<file path="config.mk">
export PLATFORM = sky130hd
export DESIGN_NAME = tos_front
export DESIGN_NICKNAME = d
export VERILOG_FILES = /design/src/sv/time_optimal_servo_top_defines.svh /design/src/sv/tos_pkg.sv /design/src/sv/tos_front.sv
export SDC_FILE = /design/constraint.sdc
export NUM_CORES = 2
export LEC_CHECK = 0
export BUFFER_PORTS_ARGS = -buffer_cell sky130_fd_sc_hd__buf_2
export CORE_ASPECT_RATIO = 0.6
export CORE_MARGIN = 3
export CORE_UTILIZATION = 35
export DETAILED_ROUTE_END_ITERATION = 16
export GPL_ROUTABILITY_DRIVEN = 0
export GPL_TIMING_DRIVEN = 0
export PLACE_DENSITY = 0.58
export RECOVER_POWER = 50
export SYNTH_ARGS = -nofsm -noshare
export SYNTH_HDL_FRONTEND = slang
export SYNTH_SLANG_ARGS = --single-unit
</file>
<file path="constraint.sdc">
create_clock -name clk_i -period 6.5 [get_ports clk_i]
set_input_delay 0.975 -clock clk_i [delete_from_list [all_inputs] [get_ports clk_i]]
set_output_delay 0.975 -clock clk_i [all_outputs]
set_load 0.05 [all_outputs]
</file>
<file path="src/sv/time_optimal_servo_top_defines.svh">
// assertion macros shared by the time-optimal servo rtl
// expects clk_i and rst_ni in the scope of each use
`ifndef TIME_OPTIMAL_SERVO_TOP_DEFINES_SVH
`define TIME_OPTIMAL_SERVO_TOP_DEFINES_SVH

// property that must hold at every clock edge out of reset
`define TOS_ASSERT_ALWAYS(lbl, expr, msg) \
  lbl: assert property (@(posedge clk_i) disable iff (!rst_ni) (expr)) else $error(msg);

// antecedent in one cycle implies consequent in the next
`define TOS_ASSERT_NEXT(lbl, ante, cons, msg) \
  lbl: assert property (@(posedge clk_i) disable iff (!rst_ni) (ante) |=> (cons)) \
    else $error(msg);

`endif

</file>
<file path="src/sv/tos_pkg.sv">
// shared types, widths and helpers for the time-optimal servo
// no dependencies
`default_nettype none
package tos_pkg;

  localparam int DATA_WIDTH  = 32;
  localparam int PERIOD_BITS = 16;
  localparam int PROD_W      = DATA_WIDTH + 1 + PERIOD_BITS + 2;
  localparam int SQRT_STEPS  = DATA_WIDTH;
  localparam int DIV_STEPS   = DATA_WIDTH + PERIOD_BITS;
  localparam int CNT_W       = 6;

  typedef logic signed [DATA_WIDTH-1:0] data_t;

  typedef enum logic [1:0] {
    LC_BRAKE = 2'd0,
    LC_CAP   = 2'd1,
    LC_CLIP  = 2'd2
  } limit_case_e;

  // one classified item handed from front to back
  typedef struct packed {
    data_t                 err;
    data_t                 lim;
    logic [DATA_WIDTH-2:0] acc;
    data_t                 pred;
  } tos_item_t;

  function automatic logic [DATA_WIDTH:0] mag33(data_t x);
    mag33 = x[DATA_WIDTH-1] ? (33'd0 - {x[DATA_WIDTH-1], x}) : {1'b0, x};
  endfunction

  function automatic logic [PERIOD_BITS+1:0] triple(logic [PERIOD_BITS-1:0] p);
    triple = {2'b00, p} + {1'b0, p, 1'b0};
  endfunction

  // round |x|*3p/2^17 to nearest and apply the sign
  function automatic logic signed [34:0] la_signed(logic [PROD_W-1:0] prod, logic neg);
    logic [PROD_W-1:0] s;
    logic signed [34:0] r;
    s = prod + PROD_W'(1 << PERIOD_BITS);
    r = {1'b0, s[PROD_W-1:PERIOD_BITS+1]};
    la_signed = neg ? -r : r;
  endfunction

  function automatic data_t sat36(logic signed [35:0] v);
    if (v[35:31] == 5'b00000 || v[35:31] == 5'b11111) begin
      sat36 = v[31:0];
    end else if (v[35]) begin
      sat36 = 32'sh8000_0000;
    end else begin
      sat36 = 32'sh7FFF_FFFF;
    end
  endfunction

endpackage
`default_nettype wire

</file>
<file path="src/sv/tos_front.sv">
// front end: takes items, forms the look-ahead prediction
// depends on tos_pkg
`default_nettype none
module tos_front import tos_pkg::*; (
  input  wire logic                   clk_i,
  input  wire logic                   rst_ni,
  input  wire logic                   in_valid_i,
  output      logic                   in_stall_o,
  input  wire data_t                  pos_error_i,
  input  wire data_t                  speed_limit_i,
  input  wire data_t                  current_speed_i,
  input  wire logic [DATA_WIDTH-2:0]  accel_limit_i,
  input  wire logic [PERIOD_BITS-1:0] period_i,
  input  wire logic                   q_full_i,
  output      logic                   push_o,
  output      tos_item_t              item_o
);

  logic                  a_v_q, a_v_d;
  data_t                 a_err_q, a_lim_q;
  logic [DATA_WIDTH-2:0] a_acc_q;
  logic                  a_neg_q;
  logic [PROD_W-1:0]     a_prod_q;
  logic                  take;
  logic signed [34:0]    la;
  logic signed [35:0]    sum;
  data_t                 pred;

  assign push_o     = a_v_q && !q_full_i;
  assign in_stall_o = a_v_q && q_full_i;
  assign take       = in_valid_i && !in_stall_o;
  assign a_v_d      = take ? 1'b1 : (push_o ? 1'b0 : a_v_q);

  always_ff @(posedge clk_i or negedge rst_ni) begin
    if (!rst_ni) begin
      a_v_q <= 1'b0;
    end else begin
      a_v_q <= a_v_d;
    end
  end

  always_ff @(posedge clk_i) begin
    if (take) begin
      a_err_q  <= pos_error_i;
      a_lim_q  <= speed_limit_i;
      a_acc_q  <= accel_limit_i;
      a_neg_q  <= current_speed_i[DATA_WIDTH-1];
      a_prod_q <= {18'd0, mag33(current_speed_i)} * {33'd0, triple(period_i)};
    end
  end

  always_comb begin
    la   = la_signed(a_prod_q, a_neg_q);
    sum  = {{4{a_err_q[DATA_WIDTH-1]}}, a_err_q} + {la[34], la};
    pred = sat36(sum);
    // prediction that crossed zero is forced to zero
    if ((pred > 0 && a_err_q < 0) || (pred < 0 && a_err_q > 0)) begin
      pred = '0;
    end
    item_o.err  = a_err_q;
    item_o.lim  = a_lim_q;
    item_o.acc  = a_acc_q;
    item_o.pred = pred;
  end

endmodule
`default_nettype wire

</file>
# After elaboration in Yosys (flattened, before gate mapping)
# Index checks and enable logic that the tools add are counted.
[word_totals]
ff_bits = 148
input_bits = 147
output_inout_bits = 129
word_cells = 35
[op_classes]
add_sub_neg = 5
multipliers = 1
magnitude_cmp = 4
n_eq_ne = 1
muxes = 7
n_reduce_logical = 11
[op_table]
columns = ["operator", "count"]
rows = [
  ["$mux 32", 3],
  ["$gt 32x1->1 const B", 2],
  ["$lt 32x1->1 const B", 2],
  ["$add 51x17->51 const B", 1],
  ["$mul 33x18->51", 1],
  ["$add 32x35->36", 1],
  ["$mux 35", 1],
  ["$neg 34->35", 1],
  ["$mux 33", 1],
  ["$sub 1x32->33 const A", 1],
  ["$add 16x17->18", 1],
  ["$eq 5x5->1 const B", 1],
  ["$logic_and 1x1->1", 5],
  ["$logic_not 5->1", 1],
  ["$logic_not 1->1", 2],
  ["$logic_or 1x1->1", 2],
  ["$mux 1", 2],
  ["$reduce_bool 2->1", 1],
]

# Longest topological paths before layout
[logic_depth]
ltp_word = 11
mapped_depth = 36
depth_no_buf = 36

# Least setup slack after synthesis
# No wires, ideal clock.
[synth_path]
path_kind = "input-to-reg"
startpoint = "input period_i[0]"
endpoint = "register a_prod_q[43] (data pin)"
arrival_ns = 9.481
required_time_ns = 6.234
setup_slack_ns = -3.247
stages = 34
n_path_buf = 1
cell_sequence = "ha_1 > inv_1 > fa_1 > nor2b_1 > o21ai_0 > a21boi_0 > o21ai_0 > a21boi_0 > o21ai_0 > a21oi_1 > o21ai_0 > xnor2_1 > clkbuf_1 > nand2_1 > fa_1 > inv_1 > fa_1 > fa_1 > fa_1 > fa_1 > inv_1 > fa_1 > inv_1 > ha_1 > a21oi_1 > o21ai_0 > a211o_1 > o31a_1 > or4b_2 > a2111oi_2 > o31ai_1 > a41oi_1 > a21boi_0 > xor2_1"
[synth_via]
elab_chain_len = 2
[synth_rtl]
columns = ["element", "line_no", "text"]
rows = [
  ["from (decl)", "tos_front.sv:13", "input wire logic [PERIOD_BITS-1:0] period_i,"],
  ["$add 16x17->18", "tos_pkg.sv:34", "triple = {2'b00, p} + {1'b0, p, 1'b0};"],
  ["$mul 33x18->51", "tos_front.sv:48", "a_prod_q <= {18'd0, mag33(current_speed_i)} * {33'd0, triple(period_i)};"],
  ["to (signal assigned)", "tos_front.sv:48", ""],
  ["to (decl)", "tos_front.sv:23", "logic [PROD_W-1:0] a_prod_q;"],
]
# No other way between the ends.
# A chain may end at the register's enable or synchronous reset.

# Worst setup path in the final report
[layout_path]
startpoint = "input period_i[2]"
endpoint = "register a_prod_q[43] (data pin)"
# Same word-level chain as after synthesis.

==> results.toml <==
[worst_setup_path]
crit_top_cell = "fa_1"
cp_slowest_stage_delay_ns = 0.66
endpoint_kind = "flip-flop"
critPathLaunchType = "input pin"
cp_top_family = "adder cells"
path_max_fanout = 10
required_ns = 6.74
crit_arrival_ns = 9.41
path_class = "input pin to flip-flop"
crit_buf_inv = 8
slowest_stage = "xnor2_2"

[global_route]
grt_pass1_vias = 24000
grt_pass1_wl_um = 141000
grt_antenna_before_repair = 0
grt_use_total_pct = 22.1
grt_max_degree = 34
overflow = 0

[route]
wl_per_cell_um = 19.8
num_vias = 24000
routed_wl_um = 92800
vias_per_cell = 5.14
first_pass_iters = 6
drc = 0
drtAntennaViolNets = 0
drt_iter0_markers = 2061

[timing]
fin_skew_ns = 0.0211
slew_headroom_pct = -20.1
slew_viol_final = 60
setup_violations = 66
hold_slack_ns = 0.246
worst_pin_slew_ns = 1.80
layout_min_cycle_time_ns = 9.16
rsz0062_at_grt = "yes"
hold_violations = 0
fmax_mhz = 109
post-route-worst-setup-slack_ns = -2.66
min_period_over_period_pct = 141

[floorplan]
core_area_um2 = 77900
die_w_um = 369
start_util_pct = 35.5
dieArea_um2 = 82600
rows = 79
io_pins = 276
fp.dieH_um = 224

[layout]
final_cell_mix = "620 x inv_1, 489 x fa_1, 446 x nand2_1"
seqCellArea_um2 = 3960
synthToLayoutAreaGrowth_pct = 32.6
post-route-util_pct = 47.1
layout_commonest_cell = "inv_1"
nets = 4441
final_area_um2 = 36700
drive_gt1_share_pct = 27.7
num_antenna_cells = 0
num-fill-cells = 7418
stdcell_count = 4681
multi_input_area_um2 = 23900

[clock_tree]
cts_hold_buf = 0
cts_tree = "done"
cts.htree.levels = 4
path_clk_slew_ns = 0.06
cts_buffers = 25
cts_buffer_depth = 3
cts-root-buf = "clkbuf_16"
cts_num_sinks = 132
clock_latency_ns = 0.49

[synthesis]
async_reset_ff_share_pct = 0.758
yosysTopAreaCellShare_pct = 35.9
synth.ff_latch_count = 132
synth-edff-count = 131
synth.distinct_cells = 84
avgSynthCellArea_um2 = 8.91
yosys-top-cells-area = "fa_1 36%, edfxtp_1 14%, inv_1 8.6%, ha_1 8.0%, nand2_1 6.3%"
synthCells = 3108
ys.flop_type = "edfxtp_1"
synth_area_um2 = 27700
yosys.area.top_type = "fa_1"
ys_seq_area_share_pct = 14.3
synth_warnings = 0

[flow_run]
cap_viol_max_count = 2

[place]
dp.final_hpwl_um = 73600
dp_cells = 4456
port_buffers = 275
placed_area_um2 = 31400

[outcome]
violations = "max-capacitance violations, max-slew violations, negative setup slack"
status = "complete, but fails checks"

[worst_hold_path]
hp-class = "input pin to asynchronous set/reset pin"
-- cells in the mapped netlist, types with 3 or more instances --
cell type    n
o31a_1       3
edfxtp_1   131
nor3_1      42
or3_1       14
xor2_1      79
nor4b_1      3
nand2_1    467
a2111oi_2    3
xnor2_1    102
a31oi_1     15
nor2_1     161
o21ai_0     66
nor4_1      23
or2_2       12
buf_2       10
and3_1      35
o21bai_1     9
o21ai_1      3
o2111ai_1    6
fa_1       496
o211ai_1    11
or4_1        7
a21boi_0    18
ha_1       176
a211o_1      6
a41oi_1      7
o41ai_1      6
a21oi_1    117
nand4_1     26
a211oi_1    12
and2_1      51
nand3b_1     6
nand2b_1    42
nand3_1     40
a21bo_2      5
o21a_1      16
mux2_2       5
and4_1       3
clkbuf_1   112
inv_1      632
nor2b_1     24
a21o_1      33
o31ai_1     15
mux2i_1      8
-- layer usage --
layer  part of all wire [%]  up-vias  GRT usage [%]  wire length [um]
met5                   0.14        -           1.87               126
met4                    1.6        4           3.64              1470
li1                       -    10800              -                 -
met1                     45    12100           32.8             42100
met2                     42     1020           31.4             38800
met3                     11      108           7.65             10300
-- sequential cells by signal, indices dropped and copies added (netlist names) --
| signal | count |
|---|---|
| a_acc_q | 31 |
| a_err_q | 32 |
| a_lim_q | 32 |
| a_neg_q | 1 |
| a_prod_q | 35 |
| a_v_q | 1 |
-- area by class of cell --
| cell class | count | share of cell area, % |
|---|---|---|
| Multi-Input combinational cell | 2235 | 65.0 |
| Inverter | 634 | 6.51 |
| Buffer | 112 | 2.64 |
| Clock inverter | 4 | 0.0648 |
| Clock buffer | 29 | 1.77 |
| Timing Repair Buffer | 482 | 9.60 |
| Tap cell | 1053 | 3.59 |
| Sequential cell | 132 | 10.8 |
-- worst reg2reg max path, stage by stage (launching register included) --
cell      delay [ns]
dfrtp_1         0.36
and2_0          0.19
nor2b_1         0.60
clkbuf_1        1.36
buf_12          0.33
-- timing repair --
item | CTS | global route
pin swaps | 116 | 64
setup buffers | 136 | 67
cloned | 4 | 3
endpoints found under the setup margin | 67 | 67
resized for setup | 507 | 195
endpoints found under the hold margin | 0 | 0
-- cells by family (layout without fill, tap and decap cells) --
logic type      Yosys count  after routing  share of synthesized area, %
buf+inv                 758           1261                          10.4
compound gates          381            381                          9.12
fa+ha+maj               672            672                          43.8
simple gates            969            970                          16.1
other cells               2             18                        0.0271
mux                      13             13                         0.493
flops                   132            132                          14.3
xor+xnor                181            181                          5.73
-- stage by stage --
stage	setup WS [ns]	setup TNS [ns]
after global routing	-2.97	-105.11
after detailed placement	-4.26	-164.98
after floorplan	-2.25	-55.30
after CTS	-2.58	-78.54
after global placement	-4.29	-212.28
final	-2.66	-86.01
-- path summary, 6_finish.rpt --
path / slack [ns] / cells past startpoint / end / startpoint
max in group asynchronous: 6.17 / 1 / a_v_q$_DFFE_PN0P_ / rst_ni
min: 0.25 / 1 / a_v_q$_DFFE_PN0P_ / rst_ni
min in group clk_i: 0.64 / 1 / a_lim_q[13]$_DFFE_PP_ / speed_limit_i[13]
max reg2reg: 3.30 / 4 / a_prod_q[32]$_DFFE_PP_ / a_v_q$_DFFE_PN0P_
max: -2.66 / 29 / a_prod_q[43]$_DFFE_PP_ / period_i[2]
min reg2reg: 0.67 / 2 / a_v_q$_DFFE_PN0P_ / a_v_q$_DFFE_PN0P_
Power is not shown: default switching activity piles up to over one toggle a cycle in this logic, so the estimate is an artifact.
