--- src/sv/time_optimal_servo_top_defines.svh ---
// assertion macros shared by the time-optimal servo rtl
// expects clk_i and rst_ni in the scope of each use
`ifndef TIME_OPTIMAL_SERVO_TOP_DEFINES_SVH
`define TIME_OPTIMAL_SERVO_TOP_DEFINES_SVH

// property that must hold at every clock edge out of reset
`define TOS_ASSERT_ALWAYS(lbl, expr, msg) \
  lbl: assert property (@(posedge clk_i) disable iff (!rst_ni) (expr)) else $error(msg);

// antecedent in one cycle implies consequent in the next
`define TOS_ASSERT_NEXT(lbl, ante, cons, msg) \
  lbl: assert property (@(posedge clk_i) disable iff (!rst_ni) (ante) |=> (cons)) \
    else $error(msg);

`endif

--- src/sv/tos_pkg.sv ---
// shared types, widths and helpers for the time-optimal servo
// no dependencies
`default_nettype none
package tos_pkg;

  localparam int DATA_WIDTH  = 32;
  localparam int PERIOD_BITS = 16;
  localparam int PROD_W      = DATA_WIDTH + 1 + PERIOD_BITS + 2;
  localparam int SQRT_STEPS  = DATA_WIDTH;
  localparam int DIV_STEPS   = DATA_WIDTH + PERIOD_BITS;
  localparam int CNT_W       = 6;

  typedef logic signed [DATA_WIDTH-1:0] data_t;

  typedef enum logic [1:0] {
    LC_BRAKE = 2'd0,
    LC_CAP   = 2'd1,
    LC_CLIP  = 2'd2
  } limit_case_e;

  // one classified item handed from front to back
  typedef struct packed {
    data_t                 err;
    data_t                 lim;
    logic [DATA_WIDTH-2:0] acc;
    data_t                 pred;
  } tos_item_t;

  function automatic logic [DATA_WIDTH:0] mag33(data_t x);
    mag33 = x[DATA_WIDTH-1] ? (33'd0 - {x[DATA_WIDTH-1], x}) : {1'b0, x};
  endfunction

  function automatic logic [PERIOD_BITS+1:0] triple(logic [PERIOD_BITS-1:0] p);
    triple = {2'b00, p} + {1'b0, p, 1'b0};
  endfunction

  // round |x|*3p/2^17 to nearest and apply the sign
  function automatic logic signed [34:0] la_signed(logic [PROD_W-1:0] prod, logic neg);
    logic [PROD_W-1:0] s;
    logic signed [34:0] r;
    s = prod + PROD_W'(1 << PERIOD_BITS);
    r = {1'b0, s[PROD_W-1:PERIOD_BITS+1]};
    la_signed = neg ? -r : r;
  endfunction

  function automatic data_t sat36(logic signed [35:0] v);
    if (v[35:31] == 5'b00000 || v[35:31] == 5'b11111) begin
      sat36 = v[31:0];
    end else if (v[35]) begin
      sat36 = 32'sh8000_0000;
    end else begin
      sat36 = 32'sh7FFF_FFFF;
    end
  endfunction

endpackage
`default_nettype wire

--- src/sv/tos_back.sv ---
// back end: braking speed, cap, overshoot clip and result register
// depends on tos_pkg and the defines header
`default_nettype none
`include "time_optimal_servo_top_defines.svh"
module tos_back import tos_pkg::*; (
  input  wire logic                   clk_i,
  input  wire logic                   rst_ni,
  input  wire logic [PERIOD_BITS-1:0] period_i,
  input  wire logic                   q_empty_i,
  input  wire tos_item_t              item_i,
  output      logic                   pop_o,
  output      logic                   out_valid_o,
  input  wire logic                   out_stall_i,
  output      data_t                  speed_command_o,
  output      logic [1:0]             limit_case_o
);

  typedef enum logic [4:0] {
    ST_IDLE = 5'b00001,
    ST_MUL  = 5'b00010,
    ST_ITER = 5'b00100,
    ST_FIN1 = 5'b01000,
    ST_FIN2 = 5'b10000
  } state_e;

  state_e               st_q, st_d;
  tos_item_t            it_q;
  logic [63:0]          n_q;
  logic [34:0]          rem_q;
  logic [31:0]          root_q;
  logic [15:0]          drem_q;
  logic [47:0]          dvd_q, dq_q;
  logic [CNT_W-1:0]     cnt_q, cnt_d;
  data_t                cmd_q;
  logic                 cap_q;
  logic [PROD_W-1:0]    prod_q;
  logic                 out_v_q, out_v_d;
  data_t                out_cmd_q;
  limit_case_e          out_lc_q;

  logic                 out_free, fin;
  logic [34:0]          rem_t, trial;
  logic [16:0]          dt;
  logic [DATA_WIDTH:0]  cap_mag, m, cmd_mag;
  logic                 big;
  data_t                cmd_c, fin_cmd;
  limit_case_e          fin_lc;
  logic signed [34:0]   la;
  logic signed [35:0]   test;
  logic [47:0]          q;
  logic [31:0]          pred_mag, err_mag;
  logic [62:0]          n_prod;

  assign out_free = !out_v_q || !out_stall_i;
  assign pop_o    = (st_q == ST_IDLE) && !q_empty_i;
  assign fin      = (st_q == ST_FIN2) && out_free;

  always_comb begin
    st_d  = st_q;
    cnt_d = cnt_q;
    case (st_q)
      ST_IDLE: if (!q_empty_i) st_d = ST_MUL;
      ST_MUL: begin
        st_d  = ST_ITER;
        cnt_d = '0;
      end
      ST_ITER: begin
        cnt_d = cnt_q + 1'b1;
        if (cnt_q == CNT_W'(DIV_STEPS - 1)) st_d = ST_FIN1;
      end
      ST_FIN1: st_d = ST_FIN2;
      ST_FIN2: if (out_free) st_d = ST_IDLE;
      default: st_d = ST_IDLE;
    endcase
  end

  // magnitudes fit 32 bits, the most negative value gives 2^31
  always_comb begin
    pred_mag = 32'(mag33(it_q.pred));
    err_mag  = 32'(mag33(it_q.err));
    n_prod   = 63'(it_q.acc) * 63'(pred_mag);
  end

  // in the iterate state, one root bit and one quotient bit per cycle until each result is complete
  always_comb begin
    rem_t = {rem_q[32:0], n_q[63:62]};
    trial = {1'b0, root_q, 2'b01};
    dt    = {drem_q, dvd_q[47]};
  end

  always_comb begin
    cap_mag = mag33(it_q.lim);
    big     = {1'b0, root_q} > cap_mag;
    m       = big ? cap_mag : {1'b0, root_q};
    if (it_q.pred > 0) begin
      cmd_c = (m > 33'h0_8000_0000) ? 32'sh8000_0000 : 32'(33'd0 - m);
    end else if (it_q.pred < 0) begin
      cmd_c = (m > 33'h0_7FFF_FFFF) ? 32'sh7FFF_FFFF : m[31:0];
    end else begin
      cmd_c = '0;
    end
    cmd_mag = mag33(cmd_c);
  end

  always_comb begin
    la      = la_signed(prod_q, cmd_q[DATA_WIDTH-1]);
    test    = {{4{it_q.err[DATA_WIDTH-1]}}, it_q.err} + {la[34], la};
    q       = dq_q;
    fin_cmd = cmd_q;
    fin_lc  = cap_q ? LC_CAP : LC_BRAKE;
    if (period_i != '0 &&
        ((test > 0 && it_q.err < 0) || (test < 0 && it_q.err > 0))) begin
      fin_lc = LC_CLIP;
      if (it_q.err > 0) begin
        fin_cmd = (q > 48'h8000_0000) ? 32'sh8000_0000 : 32'(48'd0 - q);
      end else begin
        fin_cmd = (q > 48'h7FFF_FFFF) ? 32'sh7FFF_FFFF : q[31:0];
      end
    end
  end

  assign out_v_d = fin ? 1'b1 : (out_stall_i ? out_v_q : 1'b0);

  always_ff @(posedge clk_i or negedge rst_ni) begin
    if (!rst_ni) begin
      st_q    <= ST_IDLE;
      cnt_q   <= '0;
      out_v_q <= 1'b0;
    end else begin
      st_q    <= st_d;
      cnt_q   <= cnt_d;
      out_v_q <= out_v_d;
    end
  end

  always_ff @(posedge clk_i) begin
    if (pop_o) it_q <= item_i;
    if (st_q == ST_MUL) begin
      n_q    <= {n_prod, 1'b0};
      rem_q  <= '0;
      root_q <= '0;
      drem_q <= '0;
      dvd_q  <= {err_mag, 16'd0};
      dq_q   <= '0;
    end
    if (st_q == ST_ITER) begin
      if (cnt_q < CNT_W'(SQRT_STEPS)) begin
        n_q <= {n_q[61:0], 2'b00};
        if (rem_t >= trial) begin
          rem_q  <= rem_t - trial;
          root_q <= {root_q[30:0], 1'b1};
        end else begin
          rem_q  <= rem_t;
          root_q <= {root_q[30:0], 1'b0};
        end
      end
      dvd_q <= {dvd_q[46:0], 1'b0};
      if (dt >= {1'b0, period_i}) begin
        drem_q <= 16'(dt - {1'b0, period_i});
        dq_q   <= {dq_q[46:0], 1'b1};
      end else begin
        drem_q <= dt[15:0];
        dq_q   <= {dq_q[46:0], 1'b0};
      end
    end
    if (st_q == ST_FIN1) begin
      cmd_q  <= cmd_c;
      cap_q  <= big;
      prod_q <= {18'd0, cmd_mag} * {33'd0, triple(period_i)};
    end
    if (fin) begin
      out_cmd_q <= fin_cmd;
      out_lc_q  <= fin_lc;
    end
  end

  assign out_valid_o     = out_v_q;
  assign speed_command_o = out_cmd_q;
  assign limit_case_o    = out_lc_q;

  `TOS_ASSERT_ALWAYS(a_lc_code, !out_v_q || out_lc_q != 2'd3, "bad limit case")
  `TOS_ASSERT_ALWAYS(a_cnt_rng, cnt_q <= CNT_W'(DIV_STEPS), "iteration count out of range")
  `TOS_ASSERT_NEXT(a_hold, out_v_q && out_stall_i, out_v_q && $stable(out_cmd_q), "result dropped")

endmodule
`default_nettype wire

--- config.mk ---
export PLATFORM = sky130hd
export DESIGN_NAME = tos_back
export DESIGN_NICKNAME = d
export VERILOG_FILES = /design/src/sv/tos_pkg.sv /design/src/sv/tos_back.sv
export VERILOG_INCLUDE_DIRS = /design/src /design/src/sv
export SDC_FILE = /design/constraint.sdc
export NUM_CORES = 2
export LEC_CHECK = 0
export BUFFER_PORTS_ARGS = -buffer_cell sky130_fd_sc_hd__buf_4
export CORE_ASPECT_RATIO = 1.2
export CORE_MARGIN = 8
export CORE_UTILIZATION = 30
export CTS_CLUSTER_DIAMETER = 60
export DETAILED_ROUTE_END_ITERATION = 7
export MAX_ROUTING_LAYER = met4
export PLACE_DENSITY = 0.58
export REMOVE_ABC_BUFFERS = 1
export SLEW_MARGIN = 10
export SYNTH_ARGS = -nofsm -noshare
export SYNTH_HDL_FRONTEND = slang
export SYNTH_SLANG_ARGS = --single-unit
--- constraint.sdc ---
create_clock -name clk_i -period 14.9 [get_ports clk_i]
set_input_delay 0.745 -clock clk_i [delete_from_list [all_inputs] [get_ports clk_i]]
set_output_delay 0.745 -clock clk_i [all_outputs]
set_load 0.03 [all_outputs]
# --- Word-level counts from Yosys, hierarchy flattened ---
# Index checks and enable logic that the tools add are counted.
classes:
  n_eq_ne: 10
  multipliers: 2
  add_sub_neg: 13
  muxes: 41
  order_cmp: 14
  reduce_logical: 13
op_table:
  columns: ["cell", "n"]
  rows:
  - ["$mux 32", 13]
  - ["$mux 48", 4]
  - ["$mux 64", 3]
  - ["$mux 35", 5]
  - ["$sub 1x32->32 const A", 4]
  - ["$mux 33", 3]
  - ["$sub 1x32->33 const A", 2]
  - ["$gt 32x1->1 const B", 2]
  - ["$lt 32x1->1 const B", 2]
  - ["$mul 31x32->63", 1]
  - ["$add 51x17->51 const B", 1]
  - ["$mul 33x18->51", 1]
  - ["$gt 48x31->1 const B", 1]
  - ["$gt 48x32->1 const B", 1]
  - ["$mux 16", 3]
  - ["$add 32x35->36", 1]
  - ["$gt 36x1->1 const B", 1]
  - ["$lt 36x1->1 const B", 1]
  - ["$ge 35x34->1", 1]
  - ["$neg 34->35", 1]
  - ["$sub 35x34->35", 1]
  - ["$gt 32x33->1", 1]
  - ["$gt 33x31->1 const B", 1]
  - ["$gt 33x32->1 const B", 1]
  - ["other kinds (23)", 38]
totals:
  reg_bits: 484
  wordCells: 112
  output_inout_bits: 36
  input_bits: 147

# --- Depth between registers and ports, before layout ---
logic_depth:
  word_depth: 11
  mapped_depth: 66
  mapped_depth_nobuf: 60

# --- Least setup slack after synthesis ---
# Ideal clock, no wire load.
synth_timing:
  path_type: "flip-flop to flip-flop"
  startpoint: "register st_q[3]"
  endpoint: "register it_q[0] (netlist bit) (enable)"
  setup_ns: 1.011
  synth_period_minus_slack_ns: 15.675
  path_stages_with_launch: 3
  required_ns: 13.889
  arrival_time_ns: 14.665
  path_buffers: 0
  slack_ns: -0.775
  cell_sequence: "dfrtp_1 or3_1 nor4b_1"
synth_via:
  elab_chain_cells: 2
synth_rtl:
  columns: ["element", "line", "text"]
  rows:
  - ["from (decl)", "tos_back.sv:26", "state_e st_q, st_d;"]
  - ["from (signal assigned)", "tos_back.sv:130", "st_q <= st_d;"]
  - ["$eq 5x1->1", "tos_back.sv:55", "assign pop_o = (st_q == ST_IDLE) && !q_empty_i;"]
  - ["$logic_and 1x1->1", "tos_back.sv:55", null]
  - ["net pop_o", "tos_back.sv:11", "output logic pop_o,"]
  - ["to (signal assigned)", "tos_back.sv:137", "if (pop_o) it_q <= item_i;"]
  - ["to (decl)", "tos_back.sv:27", "tos_item_t it_q;"]
# The timed path passes the listed nets, and every way through them passes these cells.
# A chain may end at the register's enable or synchronous reset.

# --- Worst setup path after layout ---
layout_timing:
  startpoint: "register it_q[63] (netlist bit)"
  endpoint: "register prod_q[44] (data pin)"
layout_via:
  elab_chain_cells: 11
  elab_cells_between_ends: 14
  cone_classes: "3 x add/sub; 1 x mul; 3 x order compare; 7 x mux"
layout_rtl:
  columns: ["element", "line", "text"]
  rows:
  - ["$sub 1x32->33", "tos_pkg.sv:30", "mag33 = x[DATA_WIDTH-1] ? (33'd0 - {x[DATA_WIDTH-1], x}) : {1'b0, x};"]
  - ["$mux 33 (*)", "tos_pkg.sv:30", null]
  - ["$gt 32x33->1", "tos_back.sv:93", "big = {1'b0, root_q} > cap_mag;"]
  - ["$mux 33 (*)", "tos_back.sv:94", "m = big ? cap_mag : {1'b0, root_q};"]
  - ["$gt 33x31->1", "tos_back.sv:98", "cmd_c = (m > 33'h0_7FFF_FFFF) ? 32'sh7FFF_FFFF : m[31:0];"]
  - ["$mux 32", "tos_back.sv:98", null]
  - ["$mux 32", "tos_back.sv:97", "end else if (it_q.pred < 0) begin"]
  - ["$mux 32 (*)", "tos_back.sv:95", "if (it_q.pred > 0) begin"]
  - ["net cmd_c[0]", "tos_back.sv:46", "data_t cmd_c, fin_cmd;"]
  - ["$sub 1x32->33", "tos_pkg.sv:30", null]
  - ["$mux 33 (*)", "tos_pkg.sv:30", null]
  - ["$mul 33x18->51 (*)", "tos_back.sv:169", "prod_q <= {18'd0, cmd_mag} * {33'd0, triple(period_i)};"]
  - ["to (signal assigned)", "tos_back.sv:169", null]
  - ["to (decl)", "tos_back.sv:36", "logic [PROD_W-1:0] prod_q;"]
# Mark *: on every way through the listed nets, which the timed path passes. The rest lies on a longest branch.

==> metrics.txt <==
Simple-Gate Fraction of Synth Area 16.66%; met3 Usage GRT 2.325%; largest family of logic cells by synthesized area adder cells; Compound-Gate Fraction of Synth Area 8.864%; Post-DRT Antenna Nets 0; worst r2r src it_q[63]; post-synthesis cell count 8811; fin crit period 14.20 ns; critical path's most frequent cell inv_1; DRT Wirelength 243000 um; placed insts 12250; Register-to-Register Path Depth 63; post-synth top area share 34.79%; YS warnings 0; CTS tree yes; Die Y-Extent 576.1 um; Root Buffer clkbuf_16; Post-Synth Adder-Cell Area 43.26%; clock sinks 466; Routability Congestion 0.9342; commonest cells after routing, fill and taps aside inv_1 (1560), nand2_1 (1466), fa_1 (1362); total congestion overflow 0; Final Cell Area 0.08757 mm^2; CP max stage cell fa_1; Area Overhead vs Synth 11.66%; hold path depth 1; dpl hpwl 196100 um; gr busiest metal met2; FF-to-FF setup slack 0.70 ns; crit-path max FO 18; Synth Cell Area 0.07843 mm^2; worst r2r dst prod_q[44]; Rel. slew slack 10.23%; fin nets 10960; Global Route Usage Sum 17.92%; first-pass GRT wire length 382200 um; non-filler instance count after layout 12400; Post-synth EDFFs 325; Worst EP required 15.31 ns; critical path's largest stage delay 0.57 ns; worst hold start item_i[86]; Fmax 70.41 MHz; Seq cells post-synth 466; Final setup violation count 0; DR DRC count 0; Final Hold Viols 0; starting density of the core 30.15%; cts bufs inserted 76; num ports 183; Worst Tran Pin Value 1.337 ns; largest cells by area after synthesis fa_1 (35%), edfxtp_1 (12%), ha_1 (8.5%); Final Cycle Share 95.31%; area leader, netlist fa_1; die area 0.2781 mm^2; post-DR vias/cell 4.992; outcome completed; largest net degree at the start of global routing 121; H-tree depth 3; clock skew 0.04488 ns; Skew-Pair Late Insertion Delay 0.69 ns; max_cap viols 0; Longest Clk Path Bufs 3; critical path class reg -> reg; Synth Area in XOR/XNOR 4.523%; Worst setup EP type flip-flop; Final Max Slew Viols 0; Die Wd 482.7 um; routed vias 61910; initial antenna violation count 10; Async SR Flop Fraction 2.575%; vias in the first global route 66190; routed len/inst 19.59 um; Site Rows 205; most common cell after layout, fill and taps aside inv_1; Hold WS 0.2327 ns; Worst Hold Class in -> reg; Worst-path clk slew 0.06 ns; Hold EP it_q[86]; dominant synthesized flop cell edfxtp_1; Arr. time, crit path 14.62 ns; IO buf count 182; fill cell count 26950; met2 usage 30.55%; core area 0.2601 mm^2; dpl cell area 0.08479 mm^2; Critical Path Start Type flip-flop; layout cells sized above 1 8.297%; register area share after synthesis 16.12%; DRT iter0 DRCs 3996; synth unique cells 102; TritonRoute pass-1 iters 5; mux cell area share after synthesis 1.082%; GRT met1 Usage 21.57%; mean post-synth cell area 8.901 um^2
[through the flow]
step | setup slack [ns] | setup TNS [ns] | utilization, %
4_1_cts | 0.01588 | 0 | 33.61
3_5_place_dp | 0.04985 | 0 | 32.60
2_1_floorplan | -2.672 | -156.48 | -
6_report | 0.6981 | 0 | 33.67
5_1_grt | -0.005690 | -0.005690 | 33.67
3_3_place_gp | 0.1342 | 0 | 32.60
[flip-flops by register name (all words and copies together) (netlist names)]
register	cells
dvd_q	32
root_q	32
cap_q	1
prod_q	35
cnt_q	6
drem_q	16
n_q	64
out_valid_o	1
it_q	127
dq_q	48
cmd_q	32
st_q	5
limit_case_o	2
speed_command_o	32
rem_q	33
[per-layer routing]
metal | up-vias | routed length [um]
li1 | 28000 | -
met1 | 31540 | 99440
met2 | 1862 | 119300
met3 | 512 | 12840
met4 | 0 | 11380
met5 | - | 0
[layout make-up]
cell class	instances	area (um^2)	share of cell area, %
sequential	466	12640	14.44
timing repair buffer	416	3151	3.598
clock buffer	91	2034	2.323
clock inverter	51	576.8	0.6587
antenna	9	22.52	0.02572
multi-input combinational	6392	59000	67.37
inverter	1563	5869	6.703
tap	3415	4273	4.879
[synthesized netlist by cell type (25+ instances only)]
master       n
o21bai_1    32
o21a_1      29
nor2_1     528
a21oi_1    275
mux2_2      44
nor3_1      91
inv_1     1561
nor4_1      36
edfxtp_1   325
o21ai_0    356
xnor2_1    243
o211ai_1    25
nand3_1    157
or3_1       49
and2_1     277
nand2b_1    49
a211oi_1    25
nand2_1   1466
nand4_1     54
dfxtp_1    129
fa_1      1363
buf_2       25
o31ai_1     39
clkbuf_1   366
xor2_1     131
nor2b_1     37
mux2i_1     33
a31oi_1     53
ha_1       531
a21o_1      75
and3_1      52
[critical path, delay by kind of cell, from the launching register on]
kind	cells	cell delay [ns]
compound gates	15	3.55
xor+xnor	3	0.48
fa+ha+maj	11	4.27
buf+inv	15	1.76
flops	1	0.39
simple gates	19	3.49
[cells by family after synthesis]
logic type                 count (synthesis)
AOI/OAI and AO/OA                       1108
xor gates and xnor gates                 390
adders and majority gates               1894
buffers and inverters                   1969
DFF                                      466
muxes                                     78
other                                      2
and+or+nand+nor                         2904
[worst max-delay path by stage]
stage             start    endpoint  slack [ns]  cells after the start
4_1_cts        it_q[63]  prod_q[44]        0.02                     62
6_report       it_q[63]  prod_q[44]        0.70                     63
3_5_place_dp   it_q[63]  prod_q[44]        0.05                     62
2_1_floorplan  it_q[71]  prod_q[44]       -2.67                     55
3_3_place_gp   it_q[63]  prod_q[44]        0.13                     62
5_1_grt        it_q[63]  prod_q[50]      -0.006                     63
[repair_timing]
action	CTS	global route
endpoints found under the setup margin	0	13
buffers inserted	0	2
hold endpoints to repair	11	0
gates resized for setup	0	22
hold buffers	1	0
Power is not shown: default switching activity piles up to over one toggle a cycle in this logic, so the estimate is an artifact.
