$ cat src/sv/time_optimal_servo_top_defines.svh
// assertion macros shared by the time-optimal servo rtl
// expects clk_i and rst_ni in the scope of each use
`ifndef TIME_OPTIMAL_SERVO_TOP_DEFINES_SVH
`define TIME_OPTIMAL_SERVO_TOP_DEFINES_SVH

// property that must hold at every clock edge out of reset
`define TOS_ASSERT_ALWAYS(lbl, expr, msg) \
  lbl: assert property (@(posedge clk_i) disable iff (!rst_ni) (expr)) else $error(msg);

// antecedent in one cycle implies consequent in the next
`define TOS_ASSERT_NEXT(lbl, ante, cons, msg) \
  lbl: assert property (@(posedge clk_i) disable iff (!rst_ni) (ante) |=> (cons)) \
    else $error(msg);

`endif

$ cat src/sv/tos_pkg.sv
// shared types, widths and helpers for the time-optimal servo
// no dependencies
`default_nettype none
package tos_pkg;

  localparam int DATA_WIDTH  = 32;
  localparam int PERIOD_BITS = 16;
  localparam int PROD_W      = DATA_WIDTH + 1 + PERIOD_BITS + 2;
  localparam int SQRT_STEPS  = DATA_WIDTH;
  localparam int DIV_STEPS   = DATA_WIDTH + PERIOD_BITS;
  localparam int CNT_W       = 6;

  typedef logic signed [DATA_WIDTH-1:0] data_t;

  typedef enum logic [1:0] {
    LC_BRAKE = 2'd0,
    LC_CAP   = 2'd1,
    LC_CLIP  = 2'd2
  } limit_case_e;

  // one classified item handed from front to back
  typedef struct packed {
    data_t                 err;
    data_t                 lim;
    logic [DATA_WIDTH-2:0] acc;
    data_t                 pred;
  } tos_item_t;

  function automatic logic [DATA_WIDTH:0] mag33(data_t x);
    mag33 = x[DATA_WIDTH-1] ? (33'd0 - {x[DATA_WIDTH-1], x}) : {1'b0, x};
  endfunction

  function automatic logic [PERIOD_BITS+1:0] triple(logic [PERIOD_BITS-1:0] p);
    triple = {2'b00, p} + {1'b0, p, 1'b0};
  endfunction

  // round |x|*3p/2^17 to nearest and apply the sign
  function automatic logic signed [34:0] la_signed(logic [PROD_W-1:0] prod, logic neg);
    logic [PROD_W-1:0] s;
    logic signed [34:0] r;
    s = prod + PROD_W'(1 << PERIOD_BITS);
    r = {1'b0, s[PROD_W-1:PERIOD_BITS+1]};
    la_signed = neg ? -r : r;
  endfunction

  function automatic data_t sat36(logic signed [35:0] v);
    if (v[35:31] == 5'b00000 || v[35:31] == 5'b11111) begin
      sat36 = v[31:0];
    end else if (v[35]) begin
      sat36 = 32'sh8000_0000;
    end else begin
      sat36 = 32'sh7FFF_FFFF;
    end
  endfunction

endpackage
`default_nettype wire

$ cat src/sv/tos_queue.sv
// two-entry queue between front and back
// depends on tos_pkg and the defines header
`default_nettype none
`include "time_optimal_servo_top_defines.svh"
module tos_queue import tos_pkg::*; (
  input  wire logic      clk_i,
  input  wire logic      rst_ni,
  input  wire logic      push_i,
  input  wire tos_item_t item_i,
  output      logic      full_o,
  input  wire logic      pop_i,
  output      logic      empty_o,
  output      tos_item_t item_o
);

  tos_item_t  mem_q [2];
  logic       wr_q, rd_q;
  logic [1:0] cnt_q, cnt_d;

  assign full_o  = cnt_q == 2'd2;
  assign empty_o = cnt_q == 2'd0;
  assign item_o  = mem_q[rd_q];
  assign cnt_d   = cnt_q + {1'b0, push_i} - {1'b0, pop_i};

  always_ff @(posedge clk_i or negedge rst_ni) begin
    if (!rst_ni) begin
      wr_q  <= 1'b0;
      rd_q  <= 1'b0;
      cnt_q <= 2'd0;
    end else begin
      if (push_i) wr_q <= !wr_q;
      if (pop_i) rd_q <= !rd_q;
      cnt_q <= cnt_d;
    end
  end

  always_ff @(posedge clk_i) begin
    if (push_i) mem_q[wr_q] <= item_i;
  end

  `TOS_ASSERT_ALWAYS(a_cnt_max, cnt_q != 2'd3, "queue count above depth")
  `TOS_ASSERT_ALWAYS(a_ptr_cnt, (cnt_q != 2'd1) || (wr_q != rd_q), "pointers disagree with count")
  `TOS_ASSERT_NEXT(a_no_over, push_i && !pop_i && cnt_q == 2'd1, full_o, "push lost")

endmodule
`default_nettype wire

$ cat config.mk
export PLATFORM = sky130hd
export DESIGN_NAME = tos_queue
export DESIGN_NICKNAME = d
export VERILOG_FILES = /design/src/sv/tos_pkg.sv /design/src/sv/tos_queue.sv
export VERILOG_INCLUDE_DIRS = /design/src /design/src/sv
export SDC_FILE = /design/constraint.sdc
export NUM_CORES = 1
export LEC_CHECK = 0
export BUFFER_PORTS_ARGS = -buffer_cell sky130_fd_sc_hd__buf_4
export CELL_PAD_IN_SITES_DETAIL_PLACEMENT = 1
export CELL_PAD_IN_SITES_GLOBAL_PLACEMENT = 2
export CORE_AREA = 4 4 154 194
export CTS_CLUSTER_DIAMETER = 100
export DETAILED_ROUTE_END_ITERATION = 10
export DIE_AREA = 0 0 158 198
export GPL_ROUTABILITY_DRIVEN = 0
export PLACE_DENSITY = 0.75
export SETUP_SLACK_MARGIN = 0.2
export SLEW_MARGIN = 25
export SYNTH_ARGS = -nofsm -noshare
export SYNTH_HDL_FRONTEND = slang
export SYNTH_SLANG_ARGS = --single-unit
$ cat constraint.sdc
create_clock -name clk_i -period 6.45 [get_ports clk_i]
set_input_delay 0.645 -clock clk_i [delete_from_list [all_inputs] [get_ports clk_i]]
set_output_delay 0.645 -clock clk_i [all_outputs]
set_load 0.01 [all_outputs]
[Word level (Yosys, flattened, before mapping)]
Memory sizes are Yosys's and may differ from the RTL's.
Index checks and enable logic that the tools add are counted.
Storage, ports and cells
  bits of input ports: 131
  output and inout bits: 129
  memory bits (writable): 254
  memory bits (read-only): 0
  memories kept: 1
  register bits after elaboration: 4
  word-level logic and storage cells: 12
  latch bits: 0
Operators by class
  eq/ne operators: 1
  shift operators: 0
  multipliers: 0
  multiplexer cells: 2
  bitwise logic cells: 0
  order comparisons: 0
  reductions and logical operators: 3
  div/mod/pow operators: 0
  $add $sub $neg: 2
Memories
  mem_q: depth 2, width 127, rd ports 1, clocked after memory_dff 0, wr ports 1, line tos_queue.sv:16  | tos_item_t mem_q [2];
Operators by type and width (number)
  2-bit by 1-bit adder with 2-bit output: 1
  2-bit equality test (second input constant): 1
  1-bit zero test: 2
  2-bit zero test: 1
  1-bit 2-to-1 mux: 2
  2-bit by 1-bit subtractor with 2-bit output: 1

[Logic depth before layout (Yosys ltp)]
Gate-level depths: netlist of the first run.
  depth after elaboration: 2
  depth in mapped cells: 5
  gate-level depth less buffers: 5

[Worst setup path after synthesis of the first run]
No wires, ideal clock.
  kind: input -> register
  start point: in push_i
  end point: mem mem_q[0][0] in the netlist's numbering, enable pin
  data arrival time: 6.150 ns
  stages on the path: 1
  setup slack: -0.330 ns
  setup time: 0.630 ns
  cells stage by stage: nor2b_1
On the way
  longest elaborated chain between the ends: 2
RTL lines
  start: declaration: line tos_queue.sv:8  | input wire logic push_i,
  1-bit 2-to-1 mux: line tos_queue.sv:38  | if (push_i) mem_q[wr_q] <= item_i;
  1-bit 2-to-1 mux (implied by the code): line tos_queue.sv:38
  end: declaration: line tos_queue.sv:16
No other way between the ends.

==> impl_summary.log, run 1 <==
[metrics] status: completed
[metrics] gate family responsible for the most delay along the worst path: buffers and inverters
[metrics] Arrival @ worst endpoint: 2770 ps
[metrics] clk_lat worst skew: 510 ps
[metrics] top-level I/O count: 260
[metrics] worst slew margin relative to its limit: 0.439
[metrics] Routed Antenna Nets: 0
[metrics] initial antenna violation count: 1
[metrics] Setup WS post-layout: 3040 ps
[metrics] Setup Buffers After CTS: 0
[metrics] aggregate global routing overflow: 0
[metrics] crit path time final: 3410 ps
[metrics] class of the worst hold path: input pin to register
[metrics] Antenna diodes: 0
[metrics] Critical Path Max Stage Delay: 760 ps
[metrics] drc violations: 0
[metrics] post-layout net count: around 820
[metrics] category of the worst setup path capture point: output pin
[metrics] CTS tree: yes
[metrics] Area growth syn-to-layout: 33.9%
[metrics] clock root cell: sky130_fd_sc_hd__clkbuf_16
[metrics] synth warn: 0
[metrics] count of filler cells inserted in the layout: 2,649
[metrics] Hold Fails Final Rpt: 0
[metrics] CP max stage cell: sky130_fd_sc_hd__dfrtp_4
[metrics] drt first-iter violations: 151
[metrics] post-detailed-placement cell area: 11,700 sq um
[metrics] cell count after placement: just over 1,000
[metrics] global-route wire length before repair: 30,800 um
[metrics] Netlist Area Pre-Place: about 9400 sq um
[metrics] setup slack of the most critical reg-to-reg path: about 4200 ps
[metrics] final max-slew violation count: 0
[metrics] count of distinct cell types in the synthesized netlist: 12
[metrics] CP Cell Sequence: buf_16 > buf_4 > mux2_2 > buf_4
[metrics] Clock transition at path regs: about 60 ps
[metrics] VDD IR-drop max: 0.000351 V
[metrics] critical path class: register to output pin
[metrics] number of buffers added by the clock tree synthesis step: 27
[metrics] Die Wd: roughly 160 um
[metrics] P per Cell Area: approximately 440 nW/um^2
[metrics] layout cells sized above 1: 0.610
[metrics] Row Count: 69
[metrics] via count of the first global-routing pass: between 5,000 and 6,000
[metrics] placement-stage worst setup slack: roughly 3500 ps
[metrics] RSZ-0062 raised after global routing: no
[metrics] die span in y: between 150 and 200 um
[metrics] Clock Skew: between 10 and 15 ps
[metrics] static power due to leakage: 4.72 nW
[metrics] HPWL after detailed placement: approximately 15,000 um
[metrics] sink count of the clock tree: 258
[metrics] count of vias placed by the detailed router: between 4,000 and 5,000
[metrics] total wirelength of the detailed-routed design: roughly 21,000 um
[metrics] Worst Setup Start Kind: register
[metrics] post-layout power: approximately 5.5 mW
[metrics] input/output buffers: 259
[metrics] core utilization of the finished layout: 0.450
[metrics] post_cts resized: 0
[metrics] Clock Path Buffers: 3
[metrics] routed length per instance: 19.8 um
[metrics] max-capacitance violation count: 0
[metrics] Cell Count, Final, Fillers Out: 1,063
[metrics] sequential share of the synthesized area: 0.819
[metrics] initial cell density of the core: 0.336
[metrics] f_max: 293 MHz
[metrics] smallest hold slack: 314 ps
[metrics] total of flip-flops plus latches after synthesis: 258
[metrics] ratio of routed vias to standard cells: 4.51
[metrics] Final Cycle Share: 0.529
[metrics] number of levels in the clock H-tree: 1
[metrics] pin count of the biggest net entering global routing: 81
[metrics] Buf/Inv on CP: 3
[metrics] Total Die Area: ~31,000 sq um
[metrics] largest driver fanout on the critical path: 54
[metrics] synthesized area per cell: between 20 and 25 sq um
[metrics] number of search-and-repair iterations in the first detailed-routing pass: 4
[metrics] final std cell area, no fill: between 10,000 and 15,000 sq um
[metrics] synthesized instance count: a little over 400
[metrics] Syn Nets: roughly 540
[metrics] actual slew at the worst max-slew pin: 842 ps
[metrics] required time worst endpoint: 5800 ps
[metrics] final total negative setup slack: 0 ps
[metrics] most used cell, CP: sky130_fd_sc_hd__buf_4
[metrics] Setup Viol. Count Final: 0
[metrics] Global Route Usage Sum: 0.128
[metrics] Placeable Area: 28,100 sq um
cells by family (layout without fill, tap and decap cells):
| family | count (synthesis) | in the layout | synth area share |
|---|---|---|---|
| DFF | 258 | 258 | 0.819 |
| adders and majority gates | 2 | 2 | 0.00265 |
| muxes | 127 | 127 | 0.152 |
| buffers and inverters | 16 | 314 | 0.0196 |
| and+or+nand+nor | 4 | 4 | 0.00239 |
| xor gates and xnor gates | 3 | 3 | 0.00438 |
registers in the layout (all words and copies together) (netlist names):
| signal | flops |
|---|---|
| mem_q | 254 |
| cnt_q | 2 |
| rd_q | 1 |
| wr_q | 1 |
metal layers:
metal	track usage	share of wire	up-vias
li1	-	-	2186
met1	0.126	0.33	2396
met2	0.252	0.56	179
met3	0.0424	0.084	35
met4	0.0363	0.024	2
met5	0	0.00052	-
where the power goes:
| group | switching (mW) | internal [mW] |
|---|---|---|
| clock | 0.586 | 0.962 |
| combinational | 0.788 | 0.859 |
| sequential | 0.121 | 2.23 |
synth_stat cells:
cell type | instances | area [sq um]
sky130_fd_sc_hd__nor2b_1 | 2 | 12.5
sky130_fd_sc_hd__edfxtp_1 | 254 | 7630
sky130_fd_sc_hd__buf_6 | 6 | 67.6
sky130_fd_sc_hd__inv_1 | 2 | 7.51
sky130_fd_sc_hd__and2_1 | 1 | 6.26
sky130_fd_sc_hd__xor2_1 | 2 | 17.5
sky130_fd_sc_hd__ha_1 | 2 | 25.0
sky130_fd_sc_hd__dfrtp_1 | 4 | 100
sky130_fd_sc_hd__xor3_1 | 1 | 23.8
sky130_fd_sc_hd__clkbuf_8 | 8 | 110
sky130_fd_sc_hd__mux2_2 | 127 | 1430
sky130_fd_sc_hd__nor2_1 | 1 | 3.75
path summary, 6_finish.rpt:
check                       start            to  cells after the start
max in group asynchronous  rst_ni          rd_q                      2
setup / recovery             rd_q    item_o[43]                      4
hold reg to reg              wr_q          wr_q                      1
min in group asynchronous  rst_ni          rd_q                      2
setup reg to reg             wr_q  mem_q[1][83]                      2
hold / removal              pop_i          rd_q                      2
area by class of cell:
cell class                      instances  area, sq um  area share
Sequential cell                       258         7730       0.612
Timing Repair Buffer                  265         2020       0.160
Multi-Input combinational cell        136         1530       0.121
Clock buffer                           32          694      0.0550
Tap cell                              355          444      0.0352
Clock inverter                         15          199      0.0158
Inverter                                2         7.51    0.000595
cells in the final DEF (no fill, tap or decap), drive strengths merged, types with 4 or more instances in the layout:
cell and count:
clkbuf 32, buf 264, bufinv 5, dfrtp 4
clkinv 10, edfxtp 254, mux2 127
repair_timing:
action,4_1_cts,5_1_grt
hold buffers,1,0
endpoints found under the hold margin,4,0
endpoints found under the setup margin,0,0
No activity file was read; power rests on OpenSTA's default activity.
==> run 2: changes to the inputs <==
- ABC_AREA: unset -> 1
- CORE_AREA: 4 4 154 194 -> 4 4 153 192
- DIE_AREA: 0 0 158 198 -> 0 0 157 196
- PLACE_DENSITY: 0.75 -> 0.8
- clock period: 6.45 -> 3.35 ns (I/O delays scaled with it)
==> impl_summary.log, run 2 <==
[metrics] RSZ-0062 raised after global routing: no (unchanged)
[metrics] synthesized instance count: 688 (was 410)
[metrics] internal power component: 7.36 mW (was 4.05 mW)
[metrics] final max-slew violation count: 0 (unchanged)
[metrics] Clock Skew: 14.1 ps (was 12.3 ps)
[metrics] Die Wd: 157 um (was 158 um)
[metrics] category of the worst setup path capture point: output pin (unchanged)
[metrics] Final Cycle Share: 0.766
[metrics] Synth top area share: 0.797 (was 0.809)
[metrics] sink count of the clock tree: 258 (unchanged)
[metrics] worst slew margin relative to its limit: 0.395 (was 0.439)
[metrics] number of levels in the clock H-tree: 1 (unchanged)
[metrics] count of distinct cell types in the synthesized netlist: 11 (was 12)
[metrics] Switching Fraction: 0.317 (was 0.270)
[metrics] synthesized area per cell: 13.9 sq um (was 23.0 sq um)
[metrics] cell depth of the worst hold path: 2 (unchanged)
[metrics] Setup Viol. Count Final: 0 (unchanged)
[metrics] Netlist Area Pre-Place: 9570 sq um (was 9430 sq um)
[metrics] via count of the first global-routing pass: 6,911 (was 5,529)
[metrics] die span in y: 196 um (was 198 um)
[metrics] list of most frequent post-synthesis cells: 254 x sky130_fd_sc_hd__edfxtp_1, 134 x sky130_fd_sc_hd__inv_1, 133 x sky130_fd_sc_hd__nand2_1 (was 254 x sky130_fd_sc_hd__edfxtp_1, 127 x sky130_fd_sc_hd__mux2_2, 8 x sky130_fd_sc_hd__clkbuf_8)
[metrics] drc violations: 0 (unchanged)
[metrics] global-route wire length before repair: 36,900 um (was 30,800 um)
[metrics] clock group share of total power: 0.249 (was 0.279)
[metrics] drt first-iter violations: 222 (was 151)
[metrics] core utilization of the finished layout: 0.510 (was 0.450)
[metrics] Row Count: 68 (was 69)
[metrics] total of flip-flops plus latches after synthesis: 258 (unchanged)
[metrics] smallest hold slack: 42.6 ps (was 314 ps)
[metrics] fraction of synthesis flops using an asynchronous set or reset pin: 0.0155 (unchanged)
[metrics] f_max: 390 MHz
[metrics] number of buffers added by the clock tree synthesis step: 26 (was 27)
[metrics] share of power burned in registers: 0.421 (was 0.424)
[metrics] final std cell area, no fill: 14,000 sq um (was 12,600 sq um)
[metrics] total wirelength of the detailed-routed design: 24,000 um (was 21,100 um)
[metrics] Clock transition at path regs: 50 ps (was 60 ps)
[metrics] critical path class: register to output pin (unchanged)
[metrics] final total negative setup slack: 0 ps (unchanged)
[metrics] CTS tree: yes (unchanged)
[metrics] capture point of the worst reg-to-reg path: mem_q[0][74] (was mem_q[1][83])
[metrics] post-layout power: 10.8 mW (was 5.55 mW)
[metrics] max-capacitance violation count: 0 (unchanged)
[metrics] input/output buffers: 259 (unchanged)
[metrics] Setup WS post-layout: 783 ps (was 3040 ps)
[metrics] sequential share of the synthesized area: 0.808 (was 0.819)
[metrics] Arrival @ worst endpoint: 2230 ps (was 2770 ps)
[metrics] cell with the most instances after synthesis: sky130_fd_sc_hd__edfxtp_1 (unchanged)
[metrics] Area growth syn-to-layout: 46.4% (was 33.9%)
[metrics] Setup Buffers After CTS: 0 (unchanged)
[metrics] Hold Path Sink: wr_q (was rd_q)
[metrics] clock root cell: sky130_fd_sc_hd__clkbuf_16 (unchanged)
[metrics] commonest cells after routing, fill and taps aside: 263 x sky130_fd_sc_hd__buf_4, 254 x sky130_fd_sc_hd__edfxtp_1, 133 x sky130_fd_sc_hd__inv_1, 133 x sky130_fd_sc_hd__nand2_1, 129 x sky130_fd_sc_hd__dlygate4sd3_1 (was 261 x sky130_fd_sc_hd__buf_4, 254 x sky130_fd_sc_hd__edfxtp_1, 127 x sky130_fd_sc_hd__mux2_2, 27 x sky130_fd_sc_hd__clkbuf_16)
[metrics] largest driver fanout on the critical path: 61 (was 54)
[metrics] cell count after placement: 1,277 (was 1,015)
[metrics] Worst Min Path Start: push_i (was pop_i)
[metrics] Total Die Area: 30,800 sq um (was 31,300 sq um)
[metrics] P per Cell Area: 769 nW/um^2 (was 439 nW/um^2)
[metrics] reg-to-reg critical path startpoint: wr_q (unchanged)
[metrics] required time worst endpoint: 3010 ps (was 5800 ps)
[metrics] routed length per instance: 16.5 um (was 19.8 um)
[metrics] pin count of the biggest net entering global routing: 74 (was 81)
[metrics] share of total power in combinational logic: 0.330 (was 0.297)
[metrics] startpoint of the most critical setup path: rd_q (unchanged)
[metrics] placement-stage worst setup slack: 1330 ps (was 3500 ps)
[metrics] Syn Nets: 821 (was 543)
[metrics] worst-case reg-to-reg path depth: 2 (unchanged)
[metrics] largest registers ranked by flip-flop count: mem_q: 254 flops, cnt_q: 2 flops (unchanged)
[metrics] HPWL after detailed placement: 15,000 um (was 14,700 um)
[metrics] clk_lat worst skew: 520 ps (was 510 ps)
[metrics] number of search-and-repair iterations in the first detailed-routing pass: 6 (was 4)
[metrics] initial antenna violation count: 2 (was 1)
[metrics] primary flip-flop cell chosen by synthesis mapping: sky130_fd_sc_hd__edfxtp_1 (unchanged)
[metrics] number of flip-flops under the largest register name: 254 (unchanged)
[metrics] post-layout net count: 1,217 (was 823)
[metrics] aggregate global routing overflow: 0 (unchanged)
[metrics] count of vias placed by the detailed router: 6,427 (was 4,798)
[metrics] Synth area leader: sky130_fd_sc_hd__edfxtp_1 (unchanged)
[metrics] Global Route Usage Sum: 0.152 (was 0.128)
[metrics] Cell Count, Final, Fillers Out: 1,454 (was 1,063)
[metrics] Clock Path Buffers: 3 (unchanged)
[metrics] ratio of routed vias to standard cells: 4.42 (was 4.51)
[metrics] top-level I/O count: 260 (unchanged)
[metrics] post_cts resized: 0 (unchanged)
[metrics] Placeable Area: 27,500 sq um (was 28,100 sq um)
[metrics] status: completed (unchanged)
[metrics] VDD IR-drop max: 0.000458 V (was 0.000351 V)
[metrics] setup slack of the most critical reg-to-reg path: 1630 ps (was 4230 ps)
[metrics] most common cell after layout, fill and taps aside: sky130_fd_sc_hd__buf_4 (unchanged)
[metrics] Hold Fails Final Rpt: 0 (unchanged)
[metrics] actual slew at the worst max-slew pin: 908 ps (was 842 ps)
[metrics] count of flip-flops with a built-in enable after synthesis: 254 (unchanged)
[metrics] post-detailed-placement cell area: 11,900 sq um (was 11,700 sq um)
[metrics] initial cell density of the core: 0.348 (was 0.336)
[metrics] top cells by area in the synthesized netlist: sky130_fd_sc_hd__edfxtp_1 80%, sky130_fd_sc_hd__o21ai_0 6.6%, sky130_fd_sc_hd__inv_1 5.3% (was sky130_fd_sc_hd__edfxtp_1 81%, sky130_fd_sc_hd__mux2_2 15%, sky130_fd_sc_hd__clkbuf_8 1.2%)
[metrics] layout cells sized above 1: 0.275 (was 0.610)
[metrics] register bank with the most flops: mem_q (unchanged)
[metrics] Routed Antenna Nets: 0 (unchanged)
[metrics] reported net switching power: 3.42 mW (was 1.50 mW)
[metrics] static power due to leakage: 5.87 nW (was 4.72 nW)
[metrics] crit path time final: 2570 ps
[metrics] class of the worst hold path: input pin to register (unchanged)
[metrics] synth warn: 0 (unchanged)
[metrics] Worst Setup Start Kind: register (unchanged)
-- run 2: what timing repair did --
action	4_1_cts	5_1_grt
setup endpoints to repair	0	0
hold buffers	129	0
endpoints found under the hold margin	259	0
-- run 2: cells by family after synthesis --
group	after synthesis	share of synthesized area
AOI/OAI and AO/OA	127	0.0664
xor gates and xnor gates	2	0.00183
adders and majority gates	2	0.00261
buffers and inverters	162	0.0677
DFF	258	0.808
and+or+nand+nor	137	0.0539
-- run 2: layout make-up --
class,instances,area (sq um)
Fill cell,2809,13500
Sequential cell,258,7730
Timing Repair Buffer,396,3350
Multi-Input combinational cell,268,1200
Clock buffer,36,709
Inverter,134,507
Tap cell,350,438
Clock inverter,11,77.6
Antenna cell,1,2.50
-- run 2: power by group through the flow --
stage | registers [mW] | logic (mW) | clock network, mW
after floorplan | 4.50 | 1.69 | 0
after global placement | 4.57 | 3.43 | 0
after detailed placement | 4.61 | 3.49 | 0
after CTS | 4.55 | 3.63 | 2.78
after global routing | 4.60 | 3.93 | 2.95
final | 4.54 | 3.56 | 2.68
-- run 2: routing by layer --
layer | vias to the layer above | share of wire | global-route usage
li1 | 3109 | - | -
met1 | 3097 | 0.36 | 0.169
met2 | 170 | 0.56 | 0.288
met3 | 49 | 0.056 | 0.0293
met4 | 2 | 0.029 | 0.0486
met5 | - | 0.00029 | 0
-- run 2: critical path, stage by stage, from the launching register on --
cell and delay, ps:
sky130_fd_sc_hd__dfrtp_4 820, sky130_fd_sc_hd__buf_4 450, sky130_fd_sc_hd__nand2_1 100, sky130_fd_sc_hd__o21ai_0 140
sky130_fd_sc_hd__buf_4 180
-- run 2: worst max path at each step --
stage / end / slack [ps] / cells past startpoint
finish: item_o[14] / 780 / 4
global route: item_o[14] / 550 / 4
CTS: item_o[14] / 760 / 4
floorplan: mem_q[1][0] / 570 / 2
detailed placement: item_o[14] / 1330 / 4
global placement: item_o[14] / 1350 / 4
